**src/rpm_pkg.sv**
```systemverilog
package rpm_pkg;

  // window and derived widths
  localparam int WINDOW  = 200;
  localparam int RING_AW = (WINDOW > 2) ? $clog2(WINDOW) : 1;
  localparam int SQ_W    = 31;
  localparam int SUM_W   = SQ_W + $clog2(WINDOW);
  localparam int SCL_W   = 32 + $clog2(WINDOW);
  localparam int INT_W   = 40;
  localparam int PI_W    = 42;

  localparam logic [15:0]      THIRD_TURN = 16'd21845;
  localparam logic [SCL_W-1:0] WIN_SCALE  = SCL_W'(WINDOW);
  // ceil(2^28 / 15): exact floor division by 15 for any 24-bit operand
  localparam logic [24:0]      RECIP_15   = 25'd17895698;
  localparam logic signed [INT_W:0] INT_MAX = 41'sd549755813887;
  localparam logic signed [INT_W:0] INT_MIN = -41'sd549755813888;

  // register indexes
  typedef enum logic [1:0] {
    CFG_TARGET  = 2'd0,
    CFG_KP_GAIN = 2'd1,
    CFG_KI_GAIN = 2'd2
  } cfg_idx_t;

  typedef enum logic [1:0] {
    F_CLEAR,
    F_IDLE,
    F_UPD
  } front_state_t;

  typedef enum logic [3:0] {
    B_IDLE,
    B_SQA,
    B_SQB,
    B_MUL,
    B_PI,
    B_MLO,
    B_MHI,
    B_DIVM,
    B_SAT,
    B_INT,
    B_DONE
  } back_state_t;

  // one queued beat: window sum after the update and the angle
  typedef struct packed {
    logic [SUM_W-1:0] sum;
    logic [15:0]      angle;
  } rpm_item_t;

  localparam logic [14:0] SINE_Q [65] = '{
    15'd0, 15'd804, 15'd1608, 15'd2410, 15'd3212, 15'd4011, 15'd4808, 15'd5602,
    15'd6393, 15'd7179, 15'd7962, 15'd8739, 15'd9512, 15'd10278, 15'd11039, 15'd11793,
    15'd12539, 15'd13279, 15'd14010, 15'd14732, 15'd15446, 15'd16151, 15'd16846,
    15'd17530, 15'd18204, 15'd18868, 15'd19519, 15'd20159, 15'd20787, 15'd21403,
    15'd22005, 15'd22594, 15'd23170, 15'd23731, 15'd24279, 15'd24811, 15'd25329,
    15'd25832, 15'd26319, 15'd26790, 15'd27245, 15'd27683, 15'd28105, 15'd28510,
    15'd28898, 15'd29268, 15'd29621, 15'd29956, 15'd30273, 15'd30571, 15'd30852,
    15'd31113, 15'd31356, 15'd31580, 15'd31785, 15'd31971, 15'd32137, 15'd32285,
    15'd32412, 15'd32521, 15'd32609, 15'd32678, 15'd32728, 15'd32757, 15'd32767
  };

  // quarter-wave sine lookup, Q1.15
  function automatic logic signed [15:0] table_sine(input logic [15:0] angle);
    logic [7:0]  idx;
    logic [6:0]  k;
    logic [14:0] s;
    idx = angle[15:8];
    k   = {1'b0, idx[5:0]};
    s   = idx[6] ? SINE_Q[7'd64 - k] : SINE_Q[k];
    return idx[7] ? -$signed({1'b0, s}) : $signed({1'b0, s});
  endfunction

endpackage

```
**src/rpm_queue.sv**
```systemverilog
module rpm_queue (
  input  logic               clk,
  input  logic               rst_n,
  input  logic               push,
  input  rpm_pkg::rpm_item_t push_item,
  output logic               full,
  input  logic               pop,
  output rpm_pkg::rpm_item_t pop_item,
  output logic               avail
);

  rpm_pkg::rpm_item_t slot_r [2];
  logic       wr_r, rd_r;
  logic [1:0] cnt_r;

  assign full     = (cnt_r == 2'd2);
  assign avail    = (cnt_r != 2'd0);
  assign pop_item = slot_r[rd_r];

  // storage
  always_ff @(posedge clk) begin
    if (push) slot_r[wr_r] <= push_item;
  end

  // pointers and fill
  always_ff @(posedge clk) begin
    if (!rst_n) begin
      wr_r  <= 1'b0;
      rd_r  <= 1'b0;
      cnt_r <= 2'd0;
    end else begin
      if (push) wr_r <= !wr_r;
      if (pop)  rd_r <= !rd_r;
      cnt_r <= cnt_r + {1'b0, push} - {1'b0, pop};
    end
  end

`ifndef NO_ASSERTIONS
  a_no_overflow: assert property (@(posedge clk) disable iff (!rst_n)
    push |-> !full || pop) else $error("queue overflow");
  a_no_underflow: assert property (@(posedge clk) disable iff (!rst_n)
    pop |-> avail) else $error("queue underflow");
`endif

endmodule

```
**config.mk**
```make
export PLATFORM = sky130hd
export DESIGN_NAME = rpm_queue
export DESIGN_NICKNAME = d
export VERILOG_FILES = /design/src/rpm_pkg.sv /design/src/rpm_queue.sv
export SDC_FILE = /design/constraint.sdc
export NUM_CORES = 1
export LEC_CHECK = 0
export BUFFER_PORTS_ARGS = -buffer_cell sky130_fd_sc_hd__buf_2
export CAP_MARGIN = 20
export CORE_ASPECT_RATIO = 2
export CORE_UTILIZATION = 40
export CTS_CLUSTER_SIZE = 12
export DETAILED_ROUTE_END_ITERATION = 16
export GPL_TIMING_DRIVEN = 0
export PLACE_DENSITY_LB_ADDON = 0.05
export SETUP_SLACK_MARGIN = 0.3
export SYNTH_ARGS = -nofsm -noshare
export SYNTH_HDL_FRONTEND = slang
export SYNTH_SLANG_ARGS = --single-unit
```
**constraint.sdc**
```tcl
create_clock -name clk -period 9.4 [get_ports clk]
set_input_delay 1.41 -clock clk [delete_from_list [all_inputs] [get_ports clk]]
set_output_delay 1.41 -clock clk [all_outputs]
set_load 0.02 [all_outputs]
```
# Yosys cells after proc, flatten, opt, wreduce, memory -nomap -nowiden
# Memories as Yosys holds them, arrays and structs flattened. A register that Yosys moved wholly into a read port is not among the register bits.
# Index checks and enable logic that the tools add are counted.
# W data, S select, Z words.
# classes
add_sub_neg,2
eq_ne,1
muxes,4
n_reduce_logical,3
# ops
cell,count
$mux W1,4
$add A2 B1 Y2,1
$eq A2 B2 Y1 const B,1
$logic_not A1 Y1,2
$reduce_bool A2 Y1,1
$sub A2 B1 Y2,1
# totals
reg_bits,4
mem_bits_rw,110
inputBits,59
output_inout_bits,57
word_cells,14
mem_count,1
# memory_table
name,depth,word_bits,read_ports,rd_clocked_by_memory_dff,write_ports,line_no,text
slot_r,2,55,1,1,1,rpm_queue.sv:12,rpm_pkg::rpm_item_t slot_r [2];

# Logic depth before layout (Yosys ltp)
# Gate-level depths: netlist of run 1.
# logic_depth
word_depth,3
depth_mapped,6
mapped_depth_nobuf,6

# Worst setup path after synthesis of run 1
# No wires, ideal clock.
# synth_path
kind,in2reg
start,in push
end,mem slot_r[0][0] (netlist bit) (enable)
setup_ns,0.475
arrival_time_ns,3.871
required_ns,8.925
path_slack_ns,5.054
stages,1
n_path_buf,0
cell_sequence,nor2b_1
# synth_between
elab_chain_len,2
# synth_lines
element,line_no,text
"start, declared",rpm_queue.sv:4,"input logic push,"
$mux W1,rpm_queue.sv:22,if (push) slot_r[wr_r] <= push_item;
$mux W1 (not written as such),rpm_queue.sv:22,
"end, declared",rpm_queue.sv:12,
# No other way between the ends.

==> metrics, run 1 <==
syn avg cell area=between 20 and 25 sq um; Max-Cap Viols=0; CTS sink count=115; CP Launch Type=flop; final slew viol count=0; post-CTS repair timing setup buffer count=0; grt ovf=0; mean number of vias per cell=4.52; fillers=between 900 and 1000; gp weighted congestion=0.649; Post-DRT Antenna Nets=0; CP Data Required Time=7.99 ns; Min-Delay Path Depth=2; share of cells above drive strength 1=61.4%; Root Buffer=clkbuf_16; Max clock buf depth=2; Setup Crit Path Kind=flop to output pin; Tmin final=2.97 ns; Setup crit end kind=output pin; initial drt markers=54; P_leak=between 2 and 2.5 nW; slew margin rel.=58.7%; Synth cell types=14; initial antenna violation count=0; first-pass iteration count of the detailed router=4; Worst-Margin Slew=0.618 ns; TritonCTS Buffers=17; H-tree depth=4; unrepaired setup endpoints after global routing=false; Reg clk slew, reported paths=0.05 ns; final hold vios=0; # setup viols final=0; CTS tree=built; synthesized cell area=0.00445 sq mm; worst r2r path cells=3; r2r setup slk=7.78 ns; vias in the first global route=2297; FF+latch count, synth=115; CORE AREA=0.0109 sq mm; dpl hpwl=4920 um; period utilization=31.6%; top cell type's share of synthesized area=74.2%; Hold Crit Class=flop to flop; Post-synth EDFFs=110; hold_ws=0.594 ns; area leader, netlist=edfxtp_1; final wirelength=7210 um; via count=2181; most frequent cell after synthesis=edfxtp_1; ys flop type=edfxtp_1; Synth area leaders=edfxtp_1 74%, mux2_4 17%, buf_12 2.2%, dfxtp_1 2.2%, mux2_2 1.3%; Die Y=between 150 and 200 um; Pwr per Cell Area=235 mW/mm^2; asr flop ratio synth=0%; Ant. Diodes=0; GR peak layer=met2; Setup TNS Final=0 ns; P&R area growth vs syn=32.4%; cts repair resizes=0; Initial Util=40.9%; status=finished, final reports clean; Die W=76.6 um; full die area=between 0.01 and 0.015 sq mm; crit path DAT=1.56 ns; Cell Rows=54; Post-Syn Instances=192; CP max FO=10; DRC Markers=0; Port Buffer Count=115; Setup Skew=between 0.005 and 0.006 ns; largest net degree at the start of global routing=23; most instantiated cells after synthesis=110 x edfxtp_1, 50 x mux2_4, 5 x buf_12, 5 x dfxtp_1, 5 x mux2_2; Setup WS post-layout=about 6.4 ns; I/O pin count=116; CTS Hold Bufs=0; met2 Use GR=24.3%; Max IR drop VDD=0.143 mV; NumNets Final=slightly below 400; final cell count without fillers=between 400 and 500; clk_lat worst skew=about 0.4 ns; post-synth net total=between 200 and 300; total number of yosys warnings=0; Global Route met1 Usage=13.1%; DP Cell Count=451; Max Fclk=337 MHz; pre-CTS setup slack=6.53 ns; Routed WL per cell=15.0 um; Total GRT Usage=13.6%; first-pass GRT wire length=about 11000 um; global routing usage on met3=5.66%; sequential-to-total area share from yosys stat=76.5%
==> placed cells by master (no fill, tap or decap), types with 2 or more instances in the layout <==
| cell | count |
|---|---|
| inv_1 | 2 |
| mux2_2 | 5 |
| nor2b_1 | 3 |
| clkinv_2 | 5 |
| clkbuf_16 | 17 |
| mux2_4 | 50 |
| edfxtp_1 | 110 |
| and2_1 | 3 |
| buf_2 | 115 |
| dfxtp_1 | 5 |
| buf_12 | 5 |
| ha_1 | 2 |
| bufinv_16 | 3 |
| buf_16 | 4 |
| clkinv_1 | 3 |
==> registers in the layout, indices dropped and copies added (netlist names), named ones only <==
name and flops:
rd_r 1, cnt_r 2, slot_r 110, wr_r 1
==> cell families (layout without fill, tap and decap cells) <==
family | count (synthesis) | count (layout) | synth area share, %
flops | 115 | 115 | 76.5
mux | 55 | 55 | 18.1
simple gates | 9 | 9 | 1.27
buf+inv | 8 | 158 | 2.67
fa+ha+maj | 2 | 2 | 0.562
xor+xnor | 2 | 2 | 0.703
compound gates | 1 | 1 | 0.169
==> critical path: stages (launching register included) <==
cell and delay (ns):
dfxtp_1 0.32, buf_6 0.19, buf_12 0.17, mux2_4 0.31
buf_2 0.16
==> cell type report <==
| cell class | instances | area (sq um) | share of cell area [%] |
|---|---|---|---|
| flip-flops and latches | 115 | 3400 | 57.8 |
| multi-input cells | 69 | 936 | 15.9 |
| repair buffers | 119 | 686 | 11.6 |
| clock buffers | 18 | 429 | 7.29 |
| well taps | 140 | 175 | 2.97 |
| clock inverters | 13 | 143 | 2.42 |
| plain buffers | 6 | 111 | 1.89 |
| inverters | 2 | 7.51 | 0.127 |
==> where the power goes <==
group	switching, mW	internal [mW]	total, mW
registers	0.00759	0.593	0.601
clock network	0.203	0.409	0.612
logic	0.0860	0.0858	0.172
total	0.297	1.09	1.38
==> through the flow <==
stage / utilization (%) / area [sq um] / total power, mW
floorplan: - / 4450 / 0.728
global placement: 47.8 / 5200 / 0.779
detailed placement: 48.9 / 5320 / 0.786
CTS: 54.2 / 5890 / 1.40
global route: 54.2 / 5890 / 1.44
finish: 54.2 / 5890 / 1.38
==> path summary, 6_finish.rpt <==
path                      from                 endpoint
max                       flop             pop_item[50]
min          rd_r$_SDFFE_PN0P_                     flop
max reg2reg  wr_r$_SDFFE_PN0P_  slot_r[1][39]$_DFFE_PP_
min reg2reg  rd_r$_SDFFE_PN0P_                     flop
==> per-layer routing <==
metal | up-vias | part of all wire, % | routed length, um
met5 | - | 0 | 0
met4 | 0 | 2.4 | 175
met3 | 16 | 5.7 | 414
met2 | 90 | 57 | 4100
met1 | 1039 | 35 | 2510
li1 | 1036 | - | -
(Power assumes the default switching activity.)
==> inputs of run 2 (changes only) <==
==> constraint.sdc (replaced) <==
create_clock -name clk -period 2.75 [get_ports clk]
set_input_delay 0.4125 -clock clk [delete_from_list [all_inputs] [get_ports clk]]
set_output_delay 0.4125 -clock clk [all_outputs]
set_load 0.02 [all_outputs]
==> run 2 against run 1 <==
Via count increased by 0.64%. Worst hold slack worse by 0.39 ns. Cell area decreased by 1.8%. First-iteration DRC count increased by 5.6%. Sequential share of layout area rose by 1.0 points. Sequential cell count unchanged. Global-route usage is 0.28 points lower. Clock skew up 0.0017 ns. Clock power grew to 3.2 times the previous value. Largest power group is now sequential cells. Highest routed layer unchanged.
==> metrics, run 2 (same netlist as run 1, synthesis figures left out) <==
crit path DAT=1.55 ns (about the same); clk_lat worst skew=0.40 ns (about the same); Max-Cap Viols=0 (unchanged); hold_ws=0.200 ns (-0.394 ns); full die area=0.0116 sq mm (unchanged); max FFs per register=110 (unchanged); Reg clk slew, reported paths=0.06 ns (about the same); CTS sink count=115 (unchanged); commonest non-fill, non-tap cells in the layout=115 x buf_2, 110 x edfxtp_1, 50 x mux2_4, 17 x clkbuf_16; slew margin rel.=46.4% (-12 points); Worst Hold End=slot_r[0][7]$_DFFE_PP_; initial antenna violation count=0 (unchanged); vias in the first global route=2253 (-1.9%); design area=0.00579 sq mm (-1.8%); initial drt markers=57 (+5.6%); critical path's top delay family=buffers and inverters; Total GRT Usage=13.4% (-0.28 points); Setup Crit Path Kind=flop to output pin; share of cells above drive strength 1=62.5% (+1.1 points); Max clock buf depth=2 (unchanged); post-CTS repair timing setup buffer count=0 (unchanged); Die Y=151 um (unchanged); via count=2195 (+0.64%); first-pass iteration count of the detailed router=4 (unchanged); Min-Delay Path Depth=1 (-1); Setup WS post-layout=0.791 ns (-5.64 ns); Ant. Diodes=0 (unchanged); Routed WL per cell=15.3 um (+2.5%); period utilization=71.2%; CORE AREA=0.0109 sq mm (unchanged); worst r2r path cells=1 (-2); Critical R2R Launch=wr_r$_SDFFE_PN0P_; Hold Crit Class=input port to flop; WP buf/inv=3 (unchanged); Die W=76.6 um (unchanged); critical path depth in cells=4 (unchanged); Post-DRT Antenna Nets=0 (unchanged); first-pass GRT wire length=11100 um (-1.8%); status=finished, final reports clean; unrepaired setup endpoints after global routing=false; Slowest cell on crit path=dfxtp_1; I/O pin count=116 (unchanged); Tmin final=1.96 ns; r2r endpoint=slot_r[1][46]$_DFFE_PP_; CP max FO=10 (unchanged); CTS Hold Bufs=0 (unchanged); r2r setup slk=1.26 ns (-6.52 ns); NumNets Final=389 (-0.51%); Cell Rows=54 (unchanged); top flop regs=slot_r x110, cnt_r x2; final wirelength=7380 um (+2.3%); Setup crit end kind=output pin; Post-DP Area=0.00525 sq mm (-1.3%); slowest stage delay, CP=0.32 ns (about the same); pre-CTS setup slack=1.09 ns (-5.44 ns); most common cell after layout, fill and taps aside=buf_2; mean number of vias per cell=4.56 (+0.85%); gp weighted congestion=0.657 (+1.2%); DRC Markers=0 (unchanged); cts repair resizes=0 (unchanged); CP Launch Type=flop; Port Buffer Count=115 (unchanged); H-tree depth=4 (unchanged); CTS tree=built; Finished Core Util=53.2% (-0.95 points); grt ovf=0 (unchanged); Setup Skew=0.00697 ns (+0.00172 ns); Top reg by flops=slot_r; crit-path cells=buf_6, buf_12, mux2_4, buf_2; TritonCTS Buffers=17 (unchanged); dpl hpwl=4880 um (-0.88%); P&R area growth vs syn=30.1%; largest net degree at the start of global routing=56 (+140%); Initial Util=40.9% (unchanged); Pwr per Cell Area=787 mW/mm^2 (+230%); Root Buffer=clkbuf_16; # setup viols final=0 (unchanged); final hold vios=0 (unchanged); Max IR drop VDD=0.408 mV (+180%); Worst Hold Launch=push_item[7]; P_leak=2.31 nW (-2.8%); Max Fclk=510 MHz; Worst-Margin Slew=0.804 ns (+0.186 ns); final slew viol count=0 (unchanged); CP Data Required Time=2.34 ns (-5.65 ns)
==> run 2: cell count changes in the layout (fill, tap and decap cells not counted) <==
cell        delta
clkinv_1       -3
clkinv_4       +1
clkinvlp_4     +6
buf_16         -4
clkbuf_1       -1
clkinv_2       -2
and2_4         +1
inv_6          +3
bufinv_16      -3
and2_2         -1
buf_12         +2
==> run 2: where the power goes <==
group          total, mW  switching [mW]  leakage, nW  internal (mW)
Clock               1.93           0.776        0.244           1.15
Sequential          2.05          0.0262         1.07           2.03
Combinational      0.575           0.292        0.990          0.283
Total               4.56            1.09         2.31           3.46
==> run 2: area by class of cell <==
class / count / area [sq um]
Clock buffer: 17 / 425
Timing Repair Buffer: 117 / 616
Clock inverter: 15 / 111
Inverter: 2 / 7.51
Sequential cell: 115 / 3400
Buffer: 6 / 111
Fill cell: 948 / 5090
Tap cell: 140 / 175
Multi-Input combinational cell: 69 / 937
==> run 2: worst max-delay path by stage <==
stage	start	endpoint	slack, ns
finish	flop	pop_item[30]	0.79
CTS	flop	pop_item[9]	0.76
global route	flop	pop_item[11]	0.71
floorplan	push	slot_r[0][0]$_DFFE_PP_	0.44
detailed placement	push	slot_r[1][23]$_DFFE_PP_	1.09
global placement	push	slot_r[0][23]$_DFFE_PP_	-0.61
==> run 2: metal layers <==
| layer | GRT usage, % | share of wire [%] |
|---|---|---|
| met2 | 24.6 | 57 |
| met3 | 5.00 | 5.2 |
| met1 | 12.6 | 36 |
| met5 | 0 | 0 |
| met4 | 7.21 | 2.1 |
==> run 2: per-stage QoR <==
step	setup TNS, ns	instances	power (mW)
2_1_floorplan	0	192	2.49
3_3_place_gp	-52.38	447	2.66
3_5_place_dp	0	449	2.68
4_1_cts	0	481	4.62
5_1_grt	0	481	4.73
6_report	0	481	4.56
